## src/design/soga_pkg.sv

```systemverilog
// Shared types, codes and constants of the slope occupancy grid accumulator.
package soga_pkg;

  localparam int MaxColsDef   = 256;
  localparam int MaxRowsDef   = 256;
  localparam int CountBitsDef = 16;

  localparam int CoordW  = 16;
  localparam int CsW     = 12;
  localparam int GridW   = 9;
  localparam int ThrW    = 15;
  localparam int IdxW    = 2 * GridW;
  localparam int CfgIdxW = 3;
  localparam int CfgW    = 16;
  localparam int StatusW = 2;
  localparam int OccW    = 7;

  typedef enum logic [CfgIdxW-1:0] {
    CFG_ORIGIN_X  = 3'd0,
    CFG_ORIGIN_Y  = 3'd1,
    CFG_CELL_SIZE = 3'd2,
    CFG_CELLS_X   = 3'd3,
    CFG_CELLS_Y   = 3'd4,
    CFG_STEEP_THR = 3'd5,
    CFG_OCC_COUNT = 3'd6
  } cfg_reg_t;

  typedef enum logic [StatusW-1:0] {
    ST_COUNTED = 2'd0,
    ST_DROPPED = 2'd1,
    ST_OUTSIDE = 2'd2,
    ST_READ    = 2'd3
  } status_t;

  localparam logic [OccW-1:0] OCC_VALUE = 7'd100;

  localparam logic signed [CoordW-1:0] ORIGIN_RST    = 16'sd0;
  localparam logic [CsW-1:0]           CELL_SIZE_RST = 12'd20;
  localparam logic [GridW-1:0]         CELLS_RST     = 9'd256;
  localparam logic [ThrW-1:0]          STEEP_RST     = 15'd23170;
  localparam logic signed [CfgW-1:0]   OCC_RST       = 16'sd5;

  typedef struct packed {
    logic load;
    logic clr;
    logic div_start;
    logic div_y;
    logic cap_x;
    logic cap_y;
    logic mul;
    logic addr_pt;
    logic addr_rd;
    logic upd;
    logic res_drop;
    logic res_out;
  } cmd_t;

  typedef struct packed {
    logic is_read;
    logic normal_ok;
    logic neg;
    logic rd_ok;
    logic pt_ok;
    logic div_busy;
    logic clr_done;
    logic out_free;
  } sts_t;

endpackage

```

## src/design/soga_ctrl.sv

```systemverilog
// Controller state machine sequencing clearing, binning and counter updates.
module soga_ctrl (
  input  logic           clk,
  input  logic           rst,
  input  logic           in_valid,
  output logic           in_stall,
  input  soga_pkg::sts_t sts,
  output soga_pkg::cmd_t cmd
);
  import soga_pkg::*;

  typedef enum logic [10:0] {
    S_CLEAR   = 11'b000_0000_0001,
    S_IDLE    = 11'b000_0000_0010,
    S_CHECK   = 11'b000_0000_0100,
    S_DIVX    = 11'b000_0000_1000,
    S_DIVY    = 11'b000_0001_0000,
    S_RANGE   = 11'b000_0010_0000,
    S_ADDR    = 11'b000_0100_0000,
    S_MEMRD   = 11'b000_1000_0000,
    S_UPDATE  = 11'b001_0000_0000,
    S_DROP    = 11'b010_0000_0000,
    S_OUTSIDE = 11'b100_0000_0000
  } state_t;

  state_t state, state_next;

  always_ff @(posedge clk) begin
    if (rst) begin
      state <= S_CLEAR;
    end else begin
      state <= state_next;
    end
  end

  assign in_stall = state != S_IDLE;

  always_comb begin
    cmd        = '0;
    state_next = state;
    unique case (state)
      S_CLEAR: begin
        cmd.clr = 1'b1;
        if (sts.clr_done) begin
          state_next = S_IDLE;
        end
      end
      S_IDLE: begin
        if (in_valid) begin
          cmd.load   = 1'b1;
          state_next = S_CHECK;
        end
      end
      S_CHECK: begin
        priority if (sts.is_read) begin
          if (sts.rd_ok) begin
            cmd.addr_rd = 1'b1;
            state_next  = S_MEMRD;
          end else begin
            state_next = S_OUTSIDE;
          end
        end else if (!sts.normal_ok) begin
          state_next = S_DROP;
        end else if (sts.neg) begin
          state_next = S_OUTSIDE;
        end else begin
          cmd.div_start = 1'b1;
          state_next    = S_DIVX;
        end
      end
      S_DIVX: begin
        if (!sts.div_busy) begin
          cmd.cap_x     = 1'b1;
          cmd.div_start = 1'b1;
          cmd.div_y     = 1'b1;
          state_next    = S_DIVY;
        end
      end
      S_DIVY: begin
        cmd.div_y = 1'b1;
        if (!sts.div_busy) begin
          cmd.cap_y  = 1'b1;
          state_next = S_RANGE;
        end
      end
      S_RANGE: begin
        if (sts.pt_ok) begin
          cmd.mul    = 1'b1;
          state_next = S_ADDR;
        end else begin
          state_next = S_OUTSIDE;
        end
      end
      S_ADDR: begin
        cmd.addr_pt = 1'b1;
        state_next  = S_MEMRD;
      end
      S_MEMRD: begin
        if (sts.out_free) begin
          state_next = S_UPDATE;
        end
      end
      S_UPDATE: begin
        cmd.upd    = 1'b1;
        state_next = S_IDLE;
      end
      S_DROP: begin
        if (sts.out_free) begin
          cmd.res_drop = 1'b1;
          state_next   = S_IDLE;
        end
      end
      S_OUTSIDE: begin
        if (sts.out_free) begin
          cmd.res_out = 1'b1;
          state_next  = S_IDLE;
        end
      end
      default: begin
        state_next = S_IDLE;
      end
    endcase
  end

endmodule

```

## config.mk

```make
export PLATFORM = sky130hd
export DESIGN_NAME = soga_ctrl
export DESIGN_NICKNAME = d
export VERILOG_FILES = /design/src/design/soga_pkg.sv /design/src/design/soga_ctrl.sv
export SDC_FILE = /design/constraint.sdc
export NUM_CORES = 1
export LEC_CHECK = 0
export CAP_MARGIN = 20
export CORE_AREA = 4 4 41 43
export DETAILED_ROUTE_END_ITERATION = 12
export DIE_AREA = 0 0 45 47
export DONT_BUFFER_PORTS = 1
export PLACE_DENSITY_LB_ADDON = 0.25
export SETUP_SLACK_MARGIN = 0.2
export SLEW_MARGIN = 20
export SYNTH_ARGS = -nofsm -noshare
export SYNTH_HDL_FRONTEND = slang
export SYNTH_SLANG_ARGS = --single-unit
```

## constraint.sdc

```tcl
create_clock -name clk -period 5.2 [get_ports clk]
set_clock_uncertainty 0.2 [all_clocks]
set_input_delay 0.26 -clock clk [delete_from_list [all_inputs] [get_ports clk]]
set_output_delay 0.26 -clock clk [all_outputs]
set_load 0.03 [all_outputs]
```

# Word-level counts from Yosys, hierarchy flattened

Cells that the tools add are included.

Flip-flop bits (word level): 11
Input port bits: 11
Output and inout bits: 13
Word-level logic and storage cells: 55

Equality and inequality tests: 18
Mux-type cells: 34
Reductions and logical operators: 2

Operators by type and width:

| operator                                                                 | count |
|---|---|
| 11-bit 2-to-1 mux                                                        | 11 |
| 11-bit case mux with 9 select lines                                      | 1 |
| 1-bit 2-to-1 mux                                                         | 19 |
| 11-bit by 1-bit equality test with 1-bit output, second input constant   | 1 |
| 11-bit by 10-bit equality test with 1-bit output, second input constant  | 1 |
| 11-bit equality test, second input constant                              | 1 |
| 11-bit by 2-bit equality test with 1-bit output, second input constant   | 1 |
| 11-bit by 3-bit equality test with 1-bit output, second input constant   | 1 |
| 11-bit by 4-bit equality test with 1-bit output, second input constant   | 1 |
| 11-bit by 5-bit equality test with 1-bit output, second input constant   | 1 |
| 11-bit by 6-bit equality test with 1-bit output, second input constant   | 1 |
| 11-bit by 7-bit equality test with 1-bit output, second input constant   | 1 |
| 11-bit by 8-bit equality test with 1-bit output, second input constant   | 1 |
| 11-bit by 9-bit equality test with 1-bit output, second input constant   | 1 |
| 11-bit by 2-bit inequality test with 1-bit output, second input constant | 1 |
| 2-bit inequality test, second input constant                             | 5 |
| 6-bit AND reduction                                                      | 1 |
| 1-bit case mux with 2 select lines                                       | 2 |
| 3-bit 2-to-1 mux                                                         | 1 |
| 2-bit by 1-bit inequality test with 1-bit output, second input constant  | 1 |
| 2-bit OR reduction                                                       | 1 |

# Depth between registers and ports, before layout

Depth after elaboration: 4
Depth in mapped cells: 6
Mapped depth without buffers: 5

# Worst setup path before layout

OpenSTA, ideal clock, no wires.

Path kind: flip-flop to output port
Start: register state[1]
End: output port cmd[4] in the netlist's numbering
Arrival: 1.851 ns
Data required time: 4.740 ns
Slack: 2.889 ns
Stages on the path, launching flop included: 5
Path buffers: 1
Cells stage by stage: dfxtp_1 -> clkbuf_1 -> nor4_2 -> nand3_1 -> nor3b_1

RTL lines:

| what                   | line            | RTL |
|---|---|---|
| from (decl)            | soga_ctrl.sv:26 | `state_t state, state_next;` |
| from (signal assigned) | soga_ctrl.sv:32 | `state <= state_next;` |
| to (decl)              | soga_ctrl.sv:8  | `output soga_pkg::cmd_t cmd` |

==> metrics.md <==
| Metric | Value |
|---|---|
| DRC | `0` |
| Final period utilization | `53.1%` |
| Fin. max-slew vios | `0` |
| RSZ-0062 raised after global routing | `no` |
| Syn avg cell area | `7.62 um2` |
| Die area | `2120 um2` |
| Pwr Total | `0.000195 W` |
| First-pass GRT wire length | `3040 um` |
| Post_cts resized | `0` |
| Initial antenna violation count | `0` |
| Slowest cell on the critical path | `nor3b_1` |
| Crit. End Element | `output pin` |
| Tot GR Track Use | `20.3%` |
| I/O pin count | `24` |
| Setup crit start kind | `flop` |
| Routability cong. | `0.865` |
| Worst skew pair latency | `0.28 ns` |
| DP Area | `767 um2` |
| Largest net degree at the start of global routing | `10` |
| Fraction of layout cells with a size suffix above 1 | `7.48%` |
| Clock Sinks | `11` |
| Number of synthesized flops with an enable pin | `0` |
| Critical path cell sequence | `nor4_2, nand3_1, nor3b_1` |
| Post-synth top area share | `28.1%` |
| Worst EP arrival | `2.30 ns` |
| Vias/cell | `6.41` |
| Post-DP HPWL | `1410 um` |
| Synth area leader | `dfxtp_1` |
| Inserted Diodes | `0` |
| Hold crit path type | `input pin to flop` |
| Max-cap viol count | `0` |
| Worst-path clk slew | `0.08 ns` |
| Worst reg2reg setup slack | `2.49 ns` |
| Area grow syn2layout | `8.77%` |
| Post-CTS setup buffer count | `0` |
| Slowest Stage Delay on Critical Path | `0.81 ns` |
| Row cnt | `13` |
| NumNets Final | `119` |
| Sequential area share after synthesis | `28.1%` |
| Min Tclk post-route | `2.76 ns` |
| Clock tree buffer depth | `2` |
| H-Tree Depth | `1` |
| Vias | `782` |
| Die W | `45 um` |
| Async SR Flop Fraction | `0%` |
| Synth Register Bits | `11` |
| Setup violations, final | `0` |
| Final hold viol count | `0` |
| Setup Crit Path Kind | `flop to output pin` |
| Core area | `1300 um2` |
| Synthesized area | `785 um2` |
| Crit path max fanout | `8` |
| Grt total ovfl | `0` |
| Vias in the first global route | `725` |
| Biggest regs | `state (11)` |
| Synth Instances | `103` |
| Leak | `0.363 nW` |
| Slew HR | `35.7%` |
| Total negative setup slack | `0 ns` |
| Worst Path Required | `4.74 ns` |
| CTS tree | `done` |
| Post-route cell area | `853 um2` |
| Primary FF master, synth | `dfxtp_1` |
| DRT iter0 DRCs | `24` |
| F_max | `363 MHz` |
| DR WL/cell | `15.9 um` |
| Number of distinct library cells after synthesis | `39` |
| Peak VDD IR | `0.143 mV` |
| Power per Cell Area | `228 nW/um2` |
| Synth area leaders | `dfxtp_1 (28%), nor2_1 (7.7%), nand4_1 (6.4%)` |
| Initial Utilization | `60.3%` |
| Reg with most FFs | `state` |
| Die height | `47 um` |
| Routed Wire Length | `1950 um` |
| CTS Buf Count | `3` |
| Status | `finished clean` |
| Synth warn | `0` |
| Root Buffer | `clkbuf_4` |
| Syn nets | `114` |
| First-pass DRT Iterations | `4` |
| Port bufs | `0` |
| Post-route antenna net violation count | `0` |
| Max reg flops | `11` |
| Worst slew pin tran | `0.963 ns` |
## cells in the mapped netlist, drive strengths merged, types with 4 or more instances
cell type	instances
nor2	16
dfxtp	11
nand4	8
inv	7
nand2	6
a21oi	5
nor3	5
nor3b	5
o21ai	5
buf	4
nor4	4
xor2	4
## cell type report
| class | count | area [um2] |
|---|---|---|
| Fill cell | 138 | 448 |
| Sequential cell | 11 | 220 |
| Inverter | 7 | 26.3 |
| Multi-Input combinational cell | 79 | 502 |
| Clock buffer | 4 | 26.3 |
| Tap cell | 15 | 18.8 |
| Timing Repair Buffer | 6 | 60.1 |
## layout by cell type (no fill, tap or decap), types with 2 or more instances in the layout
cell type	instances
a21oi_1	5
and4_1	2
clkbuf_4	3
dfxtp_1	11
dlygate4sd3_1	6
inv_1	7
nand2_1	6
nand3_1	2
nand4_1	8
nor2_1	16
nor3_1	4
nor3b_1	5
nor4_1	2
o21ai_0	5
xor2_1	4
## cell families after synthesis
logic type | Yosys count | synth area share [%]
mux | 1 | 1.28
simple gates | 57 | 44.5
compound gates | 17 | 13.7
flops | 11 | 28.1
buf+inv | 13 | 7.97
xor+xnor | 4 | 4.47
## where the power goes
part           switching [W]  internal, W
Combinational      0.0000241    0.0000155
Clock              0.0000328    0.0000298
Sequential        0.00000567    0.0000870
Total              0.0000625     0.000132
## layer usage
layer  track usage [%]  vias up  part of all wire, %
met5                 0        -                    0
met3              6.13        5                  8.4
met2              29.7       33                   45
met4              10.5        0                  1.7
met1              26.8      360                   45
li1                  -      384                    -
## per-stage QoR
step | std cells | worst slack, ns | hold slack, ns | util (%)
after floorplan | 103 | 2.89 | 0.139 | -
after CTS | 122 | 2.41 | 0.0829 | 65.6
final | 122 | 2.44 | 0.0826 | 65.6
after global placement | 112 | 2.80 | 0.130 | 58.9
after global routing | 122 | 2.24 | 0.0913 | 65.6
after detailed placement | 112 | 2.73 | 0.133 | 58.9
## worst paths after layout
path / endpoint / from / cells after the start
setup reg to reg: state[9]$_SDFFE_PP0P_ / state[6]$_SDFFE_PP0P_ / 6
hold / removal: state[10]$_SDFFE_PP0P_ / sts[3] / 3
setup / recovery: cmd[4] / state[0]$_SDFFE_PP1P_ / 3
hold reg to reg: state[9]$_SDFFE_PP0P_ / state[9]$_SDFFE_PP0P_ / 2
## worst max-delay path: cells and delay by family, from the launching register on
| family | cells | cell delay (ns) |
|---|---|---|
| flip-flops | 1 | 0.38 |
| AND/OR/NAND/NOR | 3 | 1.64 |
## timing repair
| item | CTS | global route |
|---|---|---|
| hold endpoints to repair | 9 | 0 |
| hold buffers | 6 | 0 |
| endpoints found under the setup margin | 0 | 0 |
Note: power is estimated with default switching activity, not from simulation.
